File: config.mk
export PLATFORM = sky130hd
export DESIGN_NAME = qrs_sqrt_pipe
export DESIGN_NICKNAME = d
export VERILOG_FILES = /design/src/rtl/core/quadratic_root_solver_unit_defines.svh /design/src/rtl/core/qrs_pkg.sv /design/src/rtl/core/qrs_sqrt_pipe.sv
export SDC_FILE = /design/constraint.sdc
export NUM_CORES = 2
export LEC_CHECK = 0
export ABC_AREA = 0
export BUFFER_PORTS_ARGS = -buffer_cell sky130_fd_sc_hd__buf_2
export CAP_MARGIN = 20
export CORE_AREA = 2 2 543 545
export DETAILED_ROUTE_END_ITERATION = 10
export DIE_AREA = 0 0 545 547
export HOLD_SLACK_MARGIN = 0.05
export PLACE_DENSITY = 0.81
export SYNTH_ARGS = -nofsm -noshare
export SYNTH_HDL_FRONTEND = slang
export SYNTH_SLANG_ARGS = --single-unit
File: constraint.sdc
create_clock -name clk -period 3.6 [get_ports clk]
set_input_delay 1.08 -clock clk [delete_from_list [all_inputs] [get_ports clk]]
set_output_delay 1.08 -clock clk [all_outputs]
set_load 0.05 [all_outputs]
File: src/rtl/core/quadratic_root_solver_unit_defines.svh
// Assertion macros used by the solver top module
`ifndef QUADRATIC_ROOT_SOLVER_UNIT_DEFINES_SVH
`define QUADRATIC_ROOT_SOLVER_UNIT_DEFINES_SVH
`ifndef SYNTHESIS
`define QRS_ASSERT_IMP(lbl, ante, cons) \
	lbl: assert property (@(posedge clk) disable iff (!arst_n) (ante) |-> (cons)) \
		else $error("qrs assertion failed");
`define QRS_ASSERT_NXT(lbl, ante, cons) \
	lbl: assert property (@(posedge clk) disable iff (!arst_n) (ante) |=> (cons)) \
		else $error("qrs assertion failed");
`else
`define QRS_ASSERT_IMP(lbl, ante, cons)
`define QRS_ASSERT_NXT(lbl, ante, cons)
`endif
`endif

File: src/rtl/core/qrs_pkg.sv
`timescale 1ns / 1ps
`default_nettype none
package qrs_pkg;
	typedef enum logic [1:0] {
		ST_ONE   = 2'd0,
		ST_TWO   = 2'd1,
		ST_NONE  = 2'd2,
		ST_DEGEN = 2'd3
	} status_t;

	// square root: radicand, root and partial remainder widths
	localparam int RAD_W      = 62;
	localparam int ROOT_W     = 31;
	localparam int REM_W      = ROOT_W + 2;
	localparam int SQ_STAGES  = RAD_W / 2;
	// divider: dividend/quotient and divisor widths
	localparam int NUM_W      = 36;
	localparam int DEN_W      = 17;
	localparam int DIV_STAGES = NUM_W;

	typedef struct packed {
		status_t            status;
		logic               lin;
		logic signed [15:0] a;
		logic signed [15:0] b;
		logic signed [15:0] c;
	} sq_side_t;

	typedef struct packed {
		status_t status;
		logic    neg1;
		logic    neg2;
	} div_side_t;
endpackage
`default_nettype wire

File: src/rtl/core/qrs_sqrt_pipe.sv
`timescale 1ns / 1ps
`default_nettype none
module qrs_sqrt_pipe (
	input  wire logic                          clk,
	input  wire logic                          arst_n,
	input  wire logic                          en,
	input  wire logic                          in_vld,
	input  wire logic [qrs_pkg::RAD_W-1:0]     in_rad,
	input  wire qrs_pkg::sq_side_t             in_side,
	output logic                               out_vld,
	output logic [qrs_pkg::ROOT_W-1:0]         out_root,
	output qrs_pkg::sq_side_t                  out_side
);
	localparam int N = qrs_pkg::SQ_STAGES;

	logic                          vld  [0:N];
	logic [qrs_pkg::RAD_W-1:0]     rad  [0:N];
	logic [qrs_pkg::REM_W-1:0]     rem  [0:N];
	logic [qrs_pkg::ROOT_W-1:0]    root [0:N];
	qrs_pkg::sq_side_t             side [0:N];

	// feed the first digit step
	always_comb begin
		vld[0]  = in_vld;
		rad[0]  = in_rad;
		rem[0]  = '0;
		root[0] = '0;
		side[0] = in_side;
	end

	// one root bit per stage
	for (genvar k = 0; k < N; k++) begin : g_stg
		logic [qrs_pkg::REM_W+1:0] cur;
		logic [qrs_pkg::REM_W+1:0] trial;
		logic                      take;

		always_comb begin
			cur   = {rem[k], rad[k][qrs_pkg::RAD_W-1 -: 2]};
			trial = {2'b00, root[k], 2'b01};
			take  = (cur >= trial);
		end

		always_ff @(posedge clk or negedge arst_n) begin
			if (!arst_n) begin
				vld[k+1] <= 1'b0;
			end else if (en) begin
				vld[k+1] <= vld[k];
			end
		end

		always_ff @(posedge clk) begin
			if (en) begin
				rem[k+1]  <= take ? qrs_pkg::REM_W'(cur - trial) : qrs_pkg::REM_W'(cur);
				root[k+1] <= {root[k][qrs_pkg::ROOT_W-2:0], take};
				rad[k+1]  <= {rad[k][qrs_pkg::RAD_W-3:0], 2'b00};
				side[k+1] <= side[k];
			end
		end
	end

	assign out_vld  = vld[N];
	assign out_root = root[N];
	assign out_side = side[N];
endmodule
`default_nettype wire

==> flow_metrics.env <==
export IMPL_layout_core_utilization_pct=62.17
export IMPL_first_global_vias=85420
export IMPL_grt_first_pass_wirelength_um=458100
export IMPL_die_x_extent_um=545
export IMPL_starting_utilization_of_the_core_area_pct=54.71
export IMPL_fin_cells=15360
export IMPL_design_die_area_um2=298100
export IMPL_grt_remaining_overflow=0
export IMPL_synth_area_um2=160100
export IMPL_hold_path_class="in2async"
export IMPL_globalRouteTotalUtil_pct=19.26
export IMPL_sequentialPowerShare_pct=50.6
export IMPL_count_of_state_elements_after_synthesis=3980
export IMPL_layout_common_cells="3949 x sky130_fd_sc_hd__edfxtp_1, 639 x sky130_fd_sc_hd__inv_1, 598 x sky130_fd_sc_hd__nand2_1"
export IMPL_cts_max_path_buffers=4
export IMPL_critical_path_startpoint_type="register"
export IMPL_yosys_area_top_type_share_pct=74.08
export IMPL_die_height_um=547
export IMPL_power_leakage_nw=67.19
export IMPL_synth_nets=11030
export IMPL_postSynth_topFlopCell="sky130_fd_sc_hd__edfxtp_1"
export IMPL_grt_antenna_before_repair=3
export IMPL_setup_tns_ps=0
export IMPL_remaining_drc_errors=1
export IMPL_crit_arrival_ps=4160
export IMPL_timing_final_setup_violations=0
export IMPL_gp_routability_congestion=0.9677
export IMPL_post_dp_cell_area_um2=168500
export IMPL_core_area_um2=292600
export IMPL_first_pass_iters=9
export IMPL_yosysWarnings=0
export IMPL_internal_power_mw=87.28
export IMPL_ctsHtreeMaxLevel=5
export IMPL_cts_inserted_buffers=395
export IMPL_layout_worst_path_cycle_share_pct=97.73
export IMPL_tightest_slew_ps=881.0
export IMPL_yosysTopAreaCell="sky130_fd_sc_hd__edfxtp_1"
export IMPL_area_delta_synth_final_pct=13.63
export IMPL_post_drt_wl_per_cell_um=18.92
export IMPL_max_cap_violations=0
export IMPL_cts_root_buf="sky130_fd_sc_hd__clkbuf_16"
export IMPL_synth_area_leaders="sky130_fd_sc_hd__edfxtp_1 74%, sky130_fd_sc_hd__ha_1 4.1%, sky130_fd_sc_hd__xnor2_1 2.2%"
export IMPL_period_minus_slack_ps=3518
export IMPL_clock_skew_ps=62.63
export IMPL_grt_setup_unrepaired="yes"
export IMPL_worst_endpoint_required_ps=4240
export IMPL_netlist_cell_type_count=92
export IMPL_route_antenna_remaining_nets=0
export IMPL_holdBufCountCts=0
export IMPL_pwr_share_comb_pct=14.9
export IMPL_power_switching_mw=30.07
export IMPL_syn_instance_count=10380
export IMPL_slew_headroom_pct=40.81
export IMPL_power_switching_fraction_pct=25.63
export IMPL_violations="DRC"
export IMPL_layout_drive_gt1_share_pct=12.14
export IMPL_final_hold_worst_slack_ps=170.3
export IMPL_cts_sink_count=3980
export IMPL_placed_cells=14620
export IMPL_drt_wl_total_um=290600
export IMPL_ios=200
export IMPL_power_per_cell_area_nw_per_um2=645.2
export IMPL_synth_seq_area_share_pct=74.57
export IMPL_layout_commonest_cell="sky130_fd_sc_hd__edfxtp_1"
export IMPL_async_flop_share_pct=0.7789
export IMPL_place_port_buffers=199
export IMPL_clock_fmax_mhz=284.2
export IMPL_crit_path_kind="reg2reg"
export IMPL_via_count=84420
export IMPL_cts_tree="yes"
export IMPL_pin_count_of_the_biggest_net_entering_global_routing=100
export IMPL_critPathCaptureType="register"
export IMPL_power_share_clock_pct=34.6
export IMPL_postSynthAreaPerCell_um2=15.42
export IMPL_avgViaCountPerCell=5.496
export IMPL_finish_instance_area_um2=181900
export IMPL_finish_net_count=11750
export IMPL_rows=199
export IMPL_maximum_resistive_drop_on_vdd_uv=621.0
export IMPL_clock_insertion_delay_worst_skew_ps=950
export IMPL_slew_viol_final=0
export IMPL_run_status="finished, violations left"
export IMPL_dpl_wire_length_um=198800
export IMPL_n_fill_cell=20700
export IMPL_synth_edff_count=3949
export IMPL_dr_first_iter_drc_count=7066
export IMPL_hold_viol=0
export IMPL_path_clk_slew_ps=60
export IMPL_critical_path_peak_fanout=4
[worst paths after layout]
path,startpoint,endpoint,slack [ps],cells past startpoint
worst max-delay path,g_stg[20].trial[2],g_stg[21].cur[32],80,13
worst min-delay path,arst_n,vld[28],170,1
worst max register to register,g_stg[20].trial[2],g_stg[21].cur[32],80,13
worst min register to register,rad[1522],rad[1462],390,0
max in group asynchronous,arst_n,vld[6],2990,1
min in group clk,in_rad[18],rad[1880],290,1
[flip-flops by register name, summed over array words and instances (netlist names)]
| register | cells |
|---|---|
| side | 1530 |
| rad | 870 |
| out_vld | 1 |
| vld | 30 |
| g_stg.cur | 1002 |
| g_stg.trial | 465 |
| out_side | 51 |
| out_root | 31 |
[stage by stage]
step	setup WS, ps	power (mW)
finish	81.76	117.4
floorplan	195.7	70.86
global route	-89.31	122.5
global placement	-282.9	76.72
detailed placement	-283.4	77.31
CTS	5.009	118.3
[logic make-up after synthesis]
logic type / share of synthesized area [%]
other: 0.002343
XOR/XNOR: 4.240
AO/OA/AOI/OAI: 6.732
multiplexers: 0.8778
AND/OR/NAND/NOR: 7.258
flip-flops: 74.57
buffers and inverters: 2.196
adder cells (fa/ha/maj): 4.127
[synth_stat cells, drive strengths merged, types with 18 or more instances]
cell type	instances
nor4	114
inv	643
nand2	598
o31ai	51
a2111oi	21
o31a	19
mux2	107
xnor2	403
mux2i	20
nand4	90
nor2	558
nand2b	107
or3	98
edfxtp	3949
o21a	77
o21ai	489
xor2	372
a31oi	60
or4	51
o21bai	56
clkbuf	161
a21boi	18
nand3b	35
nor2b	106
dfrtp	31
ha	528
a21o	198
o211ai	37
a21oi	556
and3	46
or2	49
buf	75
and2	42
nor3	216
a211oi	42
nand3	141
[final cells by class]
| class | count | area [um^2] | share of cell area [%] |
|---|---|---|---|
| Tap cell | 3919 | 4903 | 2.696 |
| Antenna cell | 1 | 2.502 | 0.001376 |
| Timing Repair Buffer | 562 | 4676 | 2.571 |
| Clock inverter | 263 | 2763 | 1.519 |
| Multi-Input combinational cell | 5522 | 37510 | 20.62 |
| Sequential cell | 3980 | 119400 | 65.62 |
| Clock buffer | 471 | 10260 | 5.642 |
| Inverter | 643 | 2414 | 1.327 |
[timing repair]
item                                    4_1_cts  5_1_grt
buffers inserted                              0        5
pin swaps                                     0        8
endpoints found under the setup margin       52      188
gates resized for setup                       9       57
cloned                                        0        1
[power groups by stage]
stage	sequential, mW	combinational, mW	clock [mW]
floorplan	59.1	11.8	0
global placement	60.1	16.6	0
detailed placement	60.2	17.1	0
CTS	59.3	17.2	41.8
global route	59.7	19.3	43.4
finish	59.3	17.4	40.6
[routing by layer]
metal  up-vias  global-route usage [%]  wire length, um
li1      40470                       -                -
met1     41030                   24.83           121400
met2      2206                   33.01           144300
met3       717                   2.450            12860
met4         0                   7.972            12020
met5         -                       0                0
[worst max-delay path: stages, from the launching register on]
cell	delay, ps
sky130_fd_sc_hd__edfxtp_1	390
sky130_fd_sc_hd__inv_2	90
sky130_fd_sc_hd__ha_4	200
sky130_fd_sc_hd__nor2b_4	120
sky130_fd_sc_hd__o31a_1	270
sky130_fd_sc_hd__or4_4	430
sky130_fd_sc_hd__a41o_1	280
sky130_fd_sc_hd__o31a_1	360
sky130_fd_sc_hd__a2111oi_4	310
sky130_fd_sc_hd__buf_4	170
sky130_fd_sc_hd__o31a_1	210
sky130_fd_sc_hd__buf_6	140
sky130_fd_sc_hd__nand4b_1	120
sky130_fd_sc_hd__xnor2_1	160
No activity file was read; power rests on OpenSTA's default activity.
